## config.mk

```make
export PLATFORM = sky130hd
export DESIGN_NAME = round_robin_note_splitter
export DESIGN_NICKNAME = d
export VERILOG_FILES = /design/src/sv/rrns_pkg.sv /design/src/sv/rrns_delay.sv /design/src/sv/rrns_alloc.sv /design/src/sv/round_robin_note_splitter.sv
export SDC_FILE = /design/constraint.sdc
export NUM_CORES = 1
export LEC_CHECK = 0
export ABC_CLOCK_PERIOD_IN_PS = 5300
export BUFFER_PORTS_ARGS = -buffer_cell sky130_fd_sc_hd__buf_2
export CORE_ASPECT_RATIO = 0.8
export CORE_MARGIN = 2
export CORE_UTILIZATION = 35
export DETAILED_ROUTE_END_ITERATION = 12
export SYNTH_ARGS = -nofsm -noshare
export SYNTH_HDL_FRONTEND = slang
export SYNTH_HIERARCHICAL = 1
export SYNTH_SLANG_ARGS = --single-unit
```

## constraint.sdc

```tcl
create_clock -name clk -period 5.3 [get_ports clk]
set_input_delay 0.53 -clock clk [delete_from_list [all_inputs] [get_ports clk]]
set_output_delay 0.53 -clock clk [all_outputs]
set_load 0.005 [all_outputs]
```

## src/sv/rrns_pkg.sv

```systemverilog
package rrns_pkg;

	localparam int SLOT_FIELDS     = 5;
	localparam int DEF_MAX_VOICES  = 5;
	localparam int DEF_DELAY_TICKS = 5;

	// Schmitt thresholds at 1/1024 V per code: 2 V and 0.1 V
	localparam logic signed [15:0] HIGH_CODE = 16'sd2048;
	localparam logic signed [15:0] LOW_CODE  = 16'sd102;

	localparam logic [2:0] RESET_VOICE_COUNT = 3'd2;

	typedef logic signed [15:0] sample_t;

	typedef enum logic [1:0] {
		MODE_RISE = 2'd0,
		MODE_FALL = 2'd1,
		MODE_NEXT = 2'd2
	} capture_mode_t;

	typedef struct packed {
		logic [2:0] voice_count;
		logic [1:0] capture_mode;
	} cfg_t;

	typedef struct packed {
		sample_t [SLOT_FIELDS-1:0] pitch;
		logic [SLOT_FIELDS-1:0]    gate_mask;
		logic [2:0]                current_slot;
	} result_t;

endpackage

```

## src/sv/rrns_delay.sv

```systemverilog
module rrns_delay #(
	parameter int DELAY_TICKS = rrns_pkg::DEF_DELAY_TICKS
) (
	input  logic             clk,
	input  logic             arst_n,
	input  logic             shift,
	input  rrns_pkg::sample_t pitch_in,
	input  rrns_pkg::sample_t gate_in,
	output rrns_pkg::sample_t old_pitch,
	output rrns_pkg::sample_t old_gate
);

	rrns_pkg::sample_t pitch_hist_q [DELAY_TICKS];
	rrns_pkg::sample_t gate_hist_q  [DELAY_TICKS];

	always_ff @(posedge clk or negedge arst_n) begin
		if (!arst_n) begin
			for (int i = 0; i < DELAY_TICKS; i++) begin
				pitch_hist_q[i] <= '0;
				gate_hist_q[i]  <= '0;
			end
		end else if (shift) begin
			pitch_hist_q[0] <= pitch_in;
			gate_hist_q[0]  <= gate_in;
			for (int i = 1; i < DELAY_TICKS; i++) begin
				pitch_hist_q[i] <= pitch_hist_q[i-1];
				gate_hist_q[i]  <= gate_hist_q[i-1];
			end
		end
	end

	// oldest sample, read before this word shifts in
	assign old_pitch = pitch_hist_q[DELAY_TICKS-1];
	assign old_gate  = gate_hist_q[DELAY_TICKS-1];

endmodule

```

## src/sv/rrns_alloc.sv

```systemverilog
module rrns_alloc #(
	parameter int MAX_VOICES  = rrns_pkg::DEF_MAX_VOICES,
	parameter int DELAY_TICKS = rrns_pkg::DEF_DELAY_TICKS
) (
	input  logic              clk,
	input  logic              arst_n,
	input  logic              accept,
	input  rrns_pkg::sample_t pitch_in,
	input  rrns_pkg::sample_t gate_in,
	input  rrns_pkg::cfg_t    cfg,
	output rrns_pkg::result_t result
);

	localparam int PW = (MAX_VOICES > 1) ? $clog2(MAX_VOICES) : 1;
	localparam int XW = ((PW > 3) ? PW : 3) + 1;

	rrns_pkg::sample_t old_pitch;
	rrns_pkg::sample_t old_gate;

	rrns_delay #(
		.DELAY_TICKS(DELAY_TICKS)
	) u_delay (
		.clk      (clk),
		.arst_n   (arst_n),
		.shift    (accept),
		.pitch_in (pitch_in),
		.gate_in  (gate_in),
		.old_pitch(old_pitch),
		.old_gate (old_gate)
	);

	rrns_pkg::sample_t store_q [MAX_VOICES];
	logic [PW-1:0]     ptr_q;
	logic [2:0]        prev_q;
	logic              high_q;

	rrns_pkg::sample_t       st [MAX_VOICES];
	logic [2:0]              count_c;
	rrns_pkg::capture_mode_t mode_c;
	logic                    shrink;
	logic [PW-1:0]           ptr1;
	logic [PW-1:0]           ptr2;
	rrns_pkg::sample_t       trig;
	logic                    hi_sense;
	logic                    above;
	logic                    below;
	logic                    go_high;
	logic                    go_low;
	logic                    rise;
	logic                    high_n;
	logic                    wrap;
	logic                    gate_on;
	rrns_pkg::sample_t       slot_w [rrns_pkg::SLOT_FIELDS];

	always_comb begin
		if (cfg.voice_count == 3'd0) begin
			count_c = 3'd1;
		end else if (int'(cfg.voice_count) > MAX_VOICES) begin
			count_c = 3'(MAX_VOICES);
		end else begin
			count_c = cfg.voice_count;
		end
	end

	always_comb begin
		unique case (cfg.capture_mode)
			rrns_pkg::MODE_FALL: mode_c = rrns_pkg::MODE_FALL;
			rrns_pkg::MODE_NEXT: mode_c = rrns_pkg::MODE_NEXT;
			default:             mode_c = rrns_pkg::MODE_RISE;
		endcase
	end

	assign shrink = count_c < prev_q;

	always_comb begin
		st   = store_q;
		ptr1 = ptr_q;

		// shrinking: pointer falls off the end, so its pitch moves to slot 0
		if (shrink && (XW'(ptr_q) >= XW'(count_c))) begin
			st[0] = store_q[ptr_q];
			ptr1  = '0;
		end
		for (int i = 0; i < MAX_VOICES; i++) begin
			if (shrink && (i >= int'(count_c)) && (i < int'(prev_q))) begin
				st[i] = '0;
			end
		end

		trig     = (mode_c == rrns_pkg::MODE_RISE) ? old_gate : gate_in;
		hi_sense = mode_c != rrns_pkg::MODE_FALL;
		above    = trig >= rrns_pkg::HIGH_CODE;
		below    = trig <= rrns_pkg::LOW_CODE;
		go_high  = hi_sense ? above : below;
		go_low   = hi_sense ? below : above;
		rise     = !high_q && go_high;
		high_n   = high_q ? !go_low : go_high;

		wrap = (XW'(ptr1) + XW'(1)) == XW'(count_c);
		ptr2 = rise ? (wrap ? '0 : ptr1 + PW'(1)) : ptr1;

		unique case (mode_c)
			rrns_pkg::MODE_NEXT: begin
				st[ptr2] = old_pitch;
			end
			rrns_pkg::MODE_FALL: begin
				if (!high_n) begin
					st[ptr2] = pitch_in;
				end
			end
			default: begin
				if (rise) begin
					st[ptr2] = pitch_in;
				end
			end
		endcase

		gate_on = (mode_c == rrns_pkg::MODE_FALL) ? !high_n : high_n;
	end

	for (genvar g = 0; g < rrns_pkg::SLOT_FIELDS; g++) begin : g_slot
		if (g < MAX_VOICES) begin : g_used
			assign slot_w[g] = (g < int'(count_c)) ? st[g] : '0;
		end else begin : g_none
			assign slot_w[g] = '0;
		end
	end

	always_comb begin
		for (int i = 0; i < rrns_pkg::SLOT_FIELDS; i++) begin
			result.pitch[i]     = slot_w[i];
			result.gate_mask[i] = gate_on && (XW'(ptr2) == XW'(i));
		end
		result.current_slot = 3'(ptr2);
	end

	always_ff @(posedge clk or negedge arst_n) begin
		if (!arst_n) begin
			for (int i = 0; i < MAX_VOICES; i++) begin
				store_q[i] <= '0;
			end
			ptr_q  <= '0;
			prev_q <= '0;
			high_q <= 1'b1;
		end else if (accept) begin
			store_q <= st;
			ptr_q   <= ptr2;
			prev_q  <= count_c;
			high_q  <= high_n;
		end
	end

	a_ptr_range: assert property (@(posedge clk) disable iff (!arst_n)
		int'(ptr_q) < MAX_VOICES)
		else $error("slot pointer beyond voice slots");

	a_mask_onehot: assert property (@(posedge clk) disable iff (!arst_n)
		$onehot0(result.gate_mask))
		else $error("more than one gate set");

	a_ptr_in_count: assert property (@(posedge clk) disable iff (!arst_n)
		accept |=> (int'(ptr_q) < int'($past(count_c))))
		else $error("slot pointer not below voice count");

endmodule

```

## src/sv/round_robin_note_splitter.sv

```systemverilog
// Round-robin note splitter: deals a mono pitch/gate stream across voice slots.
// Input channel: pitch_in and gate_in, one word per audio tick, taken when
// in_valid is high and in_stall is low.
// Output channel: all slot pitches, gate_mask and current_slot, one word per
// input word, offered on out_valid and held while out_stall is high.
// Config channel: cfg_index 0 voice count, 1 capture mode, written on cfg_valid
// with cfg_ready; cfg_ready is always high. Write only while the block is idle.
// Output: the result is registered into the output register on acceptance.
// Throughput: one word per cycle while in_stall is low; the slot logic sits between
// the input handshake and the single output register.
// Stall: in_stall rises only while a result waits and out_stall is high, so a
// word is taken in the same cycle that the waiting result leaves.
// Reset: slots and delay lines clear to zero, two voices, latch on gate rise,
// trigger high, pointer at slot 0, output empty.
module round_robin_note_splitter #(
	parameter int MAX_VOICES  = rrns_pkg::DEF_MAX_VOICES,
	parameter int DELAY_TICKS = rrns_pkg::DEF_DELAY_TICKS
) (
	input  logic                    clk,
	input  logic                    arst_n,
	input  logic                    in_valid,
	output logic                    in_stall,
	input  logic signed [15:0]      pitch_in,
	input  logic signed [15:0]      gate_in,
	output logic                    out_valid,
	input  logic                    out_stall,
	output logic signed [15:0]      slot0_pitch,
	output logic signed [15:0]      slot1_pitch,
	output logic signed [15:0]      slot2_pitch,
	output logic signed [15:0]      slot3_pitch,
	output logic signed [15:0]      slot4_pitch,
	output logic [4:0]              gate_mask,
	output logic [2:0]              current_slot,
	input  logic                    cfg_valid,
	output logic                    cfg_ready,
	input  logic                    cfg_index,
	input  logic [2:0]              cfg_data
);

	localparam logic CFG_VOICE_COUNT  = 1'b0;
	localparam logic CFG_CAPTURE_MODE = 1'b1;

	rrns_pkg::cfg_t    cfg_q;
	rrns_pkg::result_t res_c;
	rrns_pkg::result_t result_q;
	logic              out_valid_q;
	logic              accept;

	assign cfg_ready = 1'b1;
	assign in_stall  = out_valid_q && out_stall;
	assign accept    = in_valid && !in_stall;

	always_ff @(posedge clk or negedge arst_n) begin
		if (!arst_n) begin
			cfg_q.voice_count  <= rrns_pkg::RESET_VOICE_COUNT;
			cfg_q.capture_mode <= rrns_pkg::MODE_RISE;
		end else if (cfg_valid && cfg_ready) begin
			unique case (cfg_index)
				CFG_VOICE_COUNT:  cfg_q.voice_count  <= cfg_data;
				CFG_CAPTURE_MODE: cfg_q.capture_mode <= cfg_data[1:0];
			endcase
		end
	end

	rrns_alloc #(
		.MAX_VOICES (MAX_VOICES),
		.DELAY_TICKS(DELAY_TICKS)
	) u_alloc (
		.clk     (clk),
		.arst_n  (arst_n),
		.accept  (accept),
		.pitch_in(pitch_in),
		.gate_in (gate_in),
		.cfg     (cfg_q),
		.result  (res_c)
	);

	always_ff @(posedge clk or negedge arst_n) begin
		if (!arst_n) begin
			out_valid_q <= 1'b0;
		end else if (accept) begin
			out_valid_q <= 1'b1;
		end else if (!out_stall) begin
			out_valid_q <= 1'b0;
		end
	end

	always_ff @(posedge clk) begin
		if (accept) begin
			result_q <= res_c;
		end
	end

	assign out_valid    = out_valid_q;
	assign slot0_pitch  = result_q.pitch[0];
	assign slot1_pitch  = result_q.pitch[1];
	assign slot2_pitch  = result_q.pitch[2];
	assign slot3_pitch  = result_q.pitch[3];
	assign slot4_pitch  = result_q.pitch[4];
	assign gate_mask    = result_q.gate_mask;
	assign current_slot = result_q.current_slot;

	a_stall_needs_word: assert property (@(posedge clk) disable iff (!arst_n)
		in_stall |-> out_valid_q)
		else $error("input stalled with no word waiting");

	a_accept_fills: assert property (@(posedge clk) disable iff (!arst_n)
		accept |=> out_valid_q)
		else $error("accepted word did not reach output register");

	a_drain_empties: assert property (@(posedge clk) disable iff (!arst_n)
		(out_valid_q && !out_stall && !in_valid) |=> !out_valid_q)
		else $error("output word repeated");

endmodule
```

==> results of run 1 <==
-- Yosys cell counts, drive strengths merged, types with 39 or more instances --
| library cell | count |
|---|---|
| dfrtp | 251 |
| nand2 | 171 |
| mux2 | 169 |
| clkbuf | 146 |
| a21oi | 139 |
| edfxtp | 88 |
| a211oi | 82 |
| buf | 70 |
| a31oi | 53 |
| o21ai | 46 |
| nor2 | 44 |
| nor3 | 40 |
| nor2b | 39 |
-- critical path: stages, from the launching register on --
cell and delay, ns:
dfstp_2 0.58, xor2_4 0.21, nand2_1 0.11, ha_1 0.28
nor2b_1 0.05, o21a_1 0.25, o31ai_1 0.38, inv_1 0.12
ha_1 0.43, and3b_1 0.21, o21ai_0 0.24, nand2_1 0.13
o211a_1 0.25, o211ai_2 0.22, buf_4 0.27, nand2_2 0.30
a221oi_1 0.51, a21oi_1 0.14
-- worst max path at each step --
stage | slack, ns | endpoint
final | 0.31 | slot0_pitch[12]
after global routing | 0.008 | slot0_pitch[11]
after CTS | 0.16 | slot0_pitch[12]
after detailed placement | 0.21 | slot0_pitch[12]
after global placement | 0.33 | slot0_pitch[11]
after floorplan | 0.61 | slot2_pitch[10]
-- per-stage QoR --
stage	area, um^2	worst slack [ns]	hold WS [ns]	std cells
6_report	22100	0.307	0.172	2644
4_1_cts	22100	0.162	0.149	2642
3_5_place_dp	20800	0.208	0.489	2571
2_1_floorplan	19700	0.608	0.234	1846
3_3_place_gp	20800	0.332	0.484	2571
5_1_grt	22100	0.00778	0.164	2642
-- layer usage --
layer	track usage (%)	vias to the layer above	part of all wire [%]
li1	-	7041	-
met1	31.1	7994	44
met2	32.1	853	44
met3	3.53	144	8.1
met4	7.78	2	3.4
met5	0	-	0.018
-- cell type report --
| class | count | area share (%) |
|---|---|---|
| multi-input combinational | 1256 | 43.3 |
| sequential | 341 | 40.7 |
| timing repair buffer | 192 | 5.39 |
| clock buffer | 48 | 5.00 |
| tap | 750 | 4.25 |
| clock inverter | 22 | 0.844 |
| inverter | 33 | 0.572 |
| antenna | 2 | 0.0227 |
-- kinds of logic after synthesis --
logic type,synth area share [%]
AOI/OAI and AO/OA,20.9
and+or+nand+nor,11.2
DFF,45.7
buffers and inverters,6.11
muxes,15.2
adders and majority gates,0.509
xor gates and xnor gates,0.299
other,0.0191
-- sequential cells by signal, indices dropped and copies added (netlist names), 16 cells and up --
name / count
u_alloc/store_q: 80
u_alloc/u_delay/gate_hist_q: 64
u_alloc/u_delay/pitch_hist_q: 64
slot0_pitch: 16
slot1_pitch: 16
slot2_pitch: 16
slot3_pitch: 16
slot4_pitch: 16
u_alloc/u_delay/old_gate: 16
u_alloc/u_delay/old_pitch: 16
-- power breakdown --
group          switching [mW]  internal (mW)  leakage (nW)
registers               0.822           3.73          3.87
logic                    3.53           2.41          4.59
clock network            1.20           1.55         0.639
-- what timing repair did --
action / CTS / global route
hold buffers: 1 / 0
endpoints found under the setup margin: 0 / 39
setup buffers: 0 / 0
gates resized for setup: 0 / 3
hold endpoints to repair: 70 / 0
==> flow_summary.ini, run 1 <==
[status]
status = finished clean

[timing]
setup_viol = 0
skew_ns = 0.0240
fin_tns_setup_ns = 0
slew_violations = 0
finalHoldViolCount = 0
grt_setup_unrepaired = false
worst_slew_pin_slew_ns = 1.31
fin_crit_sh_pct = 94.2
fmax_mhz = 200
timing.final.crit_period_ns = 4.99
max-slew-margin-rel_pct = 12.7

[synthesis]
syn_area_um2 = 19700
synth_flop_cell = dfrtp_1
ys_seq_elements = 341
synth_top_cell_area_share_pct = 32.0
syn-instance-count = 1846
syn_nets = 1895
ys_types = 77
syn_avg_cell_area_um2 = 10.6
synth-edff-count = 88
synth_area_leaders = dfrtp_1, edfxtp_1, mux2_4
synth_warnings = 6
synth-seq-area-share_pct = 45.7
yosysTopAreaCell = dfrtp_1
ys_async_sr_fraction_pct = 74.2

[place]
portBuffers = 130
post-dp-hpwl_um = 41600
gp_congestion = 0.924

[pwr]
leakagePower_nw = 9.10
power_mw = 13.2
p_per_area_nw_per_um2 = 600
ir_worst_vdd_mv = 0.233

[worst_hold_path]
worstHoldStart = in_valid
holdPathStages = 2
hp-class = in2reg
holdPathEnd = out_valid

[flow_run]
drv_cap = 0

[worst_setup_path]
r2r-end = slot0_pitch[12]
reg2regPathDepth = 17
start_kind = register
regToRegSetupSlack_ns = 0.31
crit_path_max_fanout = 16
r2r-start = cfg_q[3]
crit_required_ns = 5.58
cp-startpoint = cfg_q[3]
worstSetupEndpointType = register
critPathArrivalTime_ns = 5.27
path_class = reg2reg

[clock_network]
cts_buffer_depth = 3
clock_latency_ns = 0.57
cts.clk_slew.worst_paths_ns = 0.07
cts_sinks = 341
cts_tree = done
root_buffer = clkbuf_16
h-tree-depth = 2
cts-buffers-inserted = 39

[layout]
regArea_um2 = 8980
final_core_util_pct = 39.9
multiInputGateArea_um2 = 9550
final_cell_mix = dfrtp_1, nand2_1, a21oi_1
mostFrequentLayoutCell = dfrtp_1
nets = 1912
nFillCells = 5335
layout-drive-gt1-share_pct = 25.0
area_growth_pct = 12.4

[die]
ios = 132
rows = 77
coreArea_um2 = 55400
start_util_pct = 35.5
fp.dieW_um = 269
die_height_um = 216
dieArea_um2 = 58100

[route]
avgRoutedWirePerCell_um = 23.7
route.vias.total = 16000
drt_wl_total_um = 62600
first_pass_iters = 8
drc = 0
via_per_inst = 6.06
drt_iter0_drc = 2062
ant_nets = 0

[global_route]
grt_pass1_wl_um = 96800
grt.total_usage_pct = 21.4
grt_max_degree = 121
grt_antenna_before_repair = 1
grt_overflow = 0
grt_pass1_vias = 15500
Note: power is estimated with default switching activity, not from simulation.
==> run 2: changes to the inputs <==
==> constraint.sdc (replaced) <==
create_clock -name clk -period 5.3 [get_ports clk]
set_input_delay 1.325 -clock clk [delete_from_list [all_inputs] [get_ports clk]]
set_output_delay 1.325 -clock clk [all_outputs]
set_load 0.005 [all_outputs]
==> run 2 against run 1 <==
Net effect: non-clock buffer count rose by 1; highest routed layer is now met4; combinational power barely moved; largest cell class unchanged; clock power fell by 1%; critical path type unchanged; first-iteration DRC count fell by 0.39%.
==> flow_summary.ini, run 2 (same netlist as run 1, synthesis figures left out) <==
[route]
drt_wl_total_um = 62000
route.vias.total = 15900
ant_nets = 0
drc = 0
drt_iter0_drc = 2054
avgRoutedWirePerCell_um = 23.4
via_per_inst = 6.02
first_pass_iters = 8

[global_route]
grt_pass1_vias = 15600
grt_pass1_wl_um = 95000
grt_max_degree = 112
grt.total_usage_pct = 21.1
grt_antenna_before_repair = 1
grt_overflow = 0

[layout]
n_antenna_cell = 0
largest-register = u_alloc/store_q
layout-drive-gt1-share_pct = 25.1
mostFrequentLayoutCell = dfrtp_1
nets = 1912
fin_area_um2 = 22100
top_regs = u_alloc/store_q x80, u_alloc/u_delay/gate_hist_q x64, u_alloc/u_delay/pitch_hist_q x64
largest_reg_flops = 80
area_growth_pct = 12.3
final_cell_mix = dfrtp_1, nand2_1, a21oi_1
nFillCells = 5307

[clock_network]
h-tree-depth = 2
cts.clk_slew.worst_paths_ns = 0.06
clock_latency_ns = 0.57
cts-buffers-inserted = 38
cts_buffer_depth = 3
cts_tree = done
root_buffer = clkbuf_16
cts_sinks = 341
postCtsHoldBufs = 0

[worst_hold_path]
hp-class = reg2reg

[timing]
max-slew-margin-rel_pct = 8.55
timing.final.crit_period_ns = 5.09
worst_slew_pin_slew_ns = 1.36
skew_ns = 0.0193
fmax_mhz = 197
setup_viol = 0
slew_violations = 0
finalHoldViolCount = 0
grt_setup_unrepaired = true
setup_ws_ns = 0.213
fin_crit_sh_pct = 96.0

[worst_setup_path]
start_kind = register
regToRegSetupSlack_ns = 0.21
crit_required_ns = 5.57
critPathArrivalTime_ns = 5.35
worstSetupEndpointType = register
crit_path_max_fanout = 16
path_class = reg2reg

[pwr]
leakagePower_nw = 9.08
ir_worst_vdd_mv = 0.242
p_per_area_nw_per_um2 = 598

[die]
coreArea_um2 = 55400
fp.dieW_um = 269
die_height_um = 216
rows = 77
dieArea_um2 = 58100
ios = 132
start_util_pct = 35.5

[status]
status = finished clean

[place]
post-dp-hpwl_um = 41600
dpl_cell_area_um2 = 20800
gp_congestion = 0.933
pre_cts_ws_ns = 0.278
portBuffers = 130

[flow_run]
drv_cap = 0
-- run 2: cell types whose count changed in the layout (fill, tap and decap cells not counted), sizes merged --
cell         delta
buf             +2
dlygate4sd3     -1
diode           -2
bufinv          +1
inv             -2
clkinvlp        +1
-- run 2: layer usage --
metal  global-route usage, %  routed length (um)  up-vias
met2                    31.6               27700      834
li1                        -                   -     7052
met5                       0                   0        -
met1                    30.3               27100     7862
met3                    3.94                5120      162
met4                    7.65                2100        0
-- run 2: stage by stage --
step           setup TNS (ns)  power (mW)  hold slack [ns]  util (%)  cells
2_1_floorplan               0        8.59            0.475         -   1846
3_3_place_gp                0        10.2            0.484      37.5   2573
3_5_place_dp                0        10.4            0.490      37.5   2573
4_1_cts                     0        13.1            0.500      39.8   2643
5_1_grt               -0.0124        14.0            0.510      39.8   2643
6_report                    0        13.2            0.498      39.8   2643
-- run 2: worst paths after layout --
kind | from | end | depth (start not counted)
worst max-delay path | cfg_q[4] | slot0_pitch[0] | 16
worst min-delay path | u_alloc/u_delay/gate_hist_q[66] | u_alloc/u_delay/gate_hist_q[50] | 1
worst max register to register | cfg_q[4] | slot0_pitch[0] | 16
worst min register to register | u_alloc/u_delay/gate_hist_q[66] | u_alloc/u_delay/gate_hist_q[50] | 1
max in group asynchronous | arst_n | u_alloc/store_q[20] | 2
min in group asynchronous | arst_n | u_alloc/u_delay/gate_hist_q[57] | 1
-- run 2: timing repair --
action,CTS,global route
resized for setup,0,3
setup buffers,0,0
setup endpoints to repair,0,14
-- run 2: power breakdown --
group	total, mW	switching [mW]	leakage (nW)	internal [mW]
Sequential	4.54	0.820	3.87	3.72
Clock	2.71	1.19	0.619	1.52
Combinational	5.95	3.53	4.60	2.42
Total	13.2	5.54	9.08	7.66
-- run 2: worst max-delay path, stage by stage, from the launching register on --
cell       delay, ns
dfrtp_1         0.58
clkinv_1        0.22
nand2_1         0.14
inv_1           0.10
ha_1            0.29
nand2_1         0.12
a31oi_4         0.07
o31ai_1         0.39
inv_1           0.11
ha_1            0.29
and2_1          0.18
a31oi_1         0.53
o2111ai_1       0.29
o211ai_2        0.21
nand2_1         0.45
a221oi_1        0.57
a21oi_1         0.24
-- run 2: layout make-up --
class | instances | area (um^2) | share of cell area, %
Multi-Input combinational cell | 1256 | 9550 | 43.3
Clock buffer | 48 | 1040 | 4.71
Sequential cell | 341 | 8980 | 40.7
Timing Repair Buffer | 193 | 1210 | 5.48
Inverter | 33 | 126 | 0.573
Clock inverter | 22 | 229 | 1.04
Tap cell | 750 | 938 | 4.25
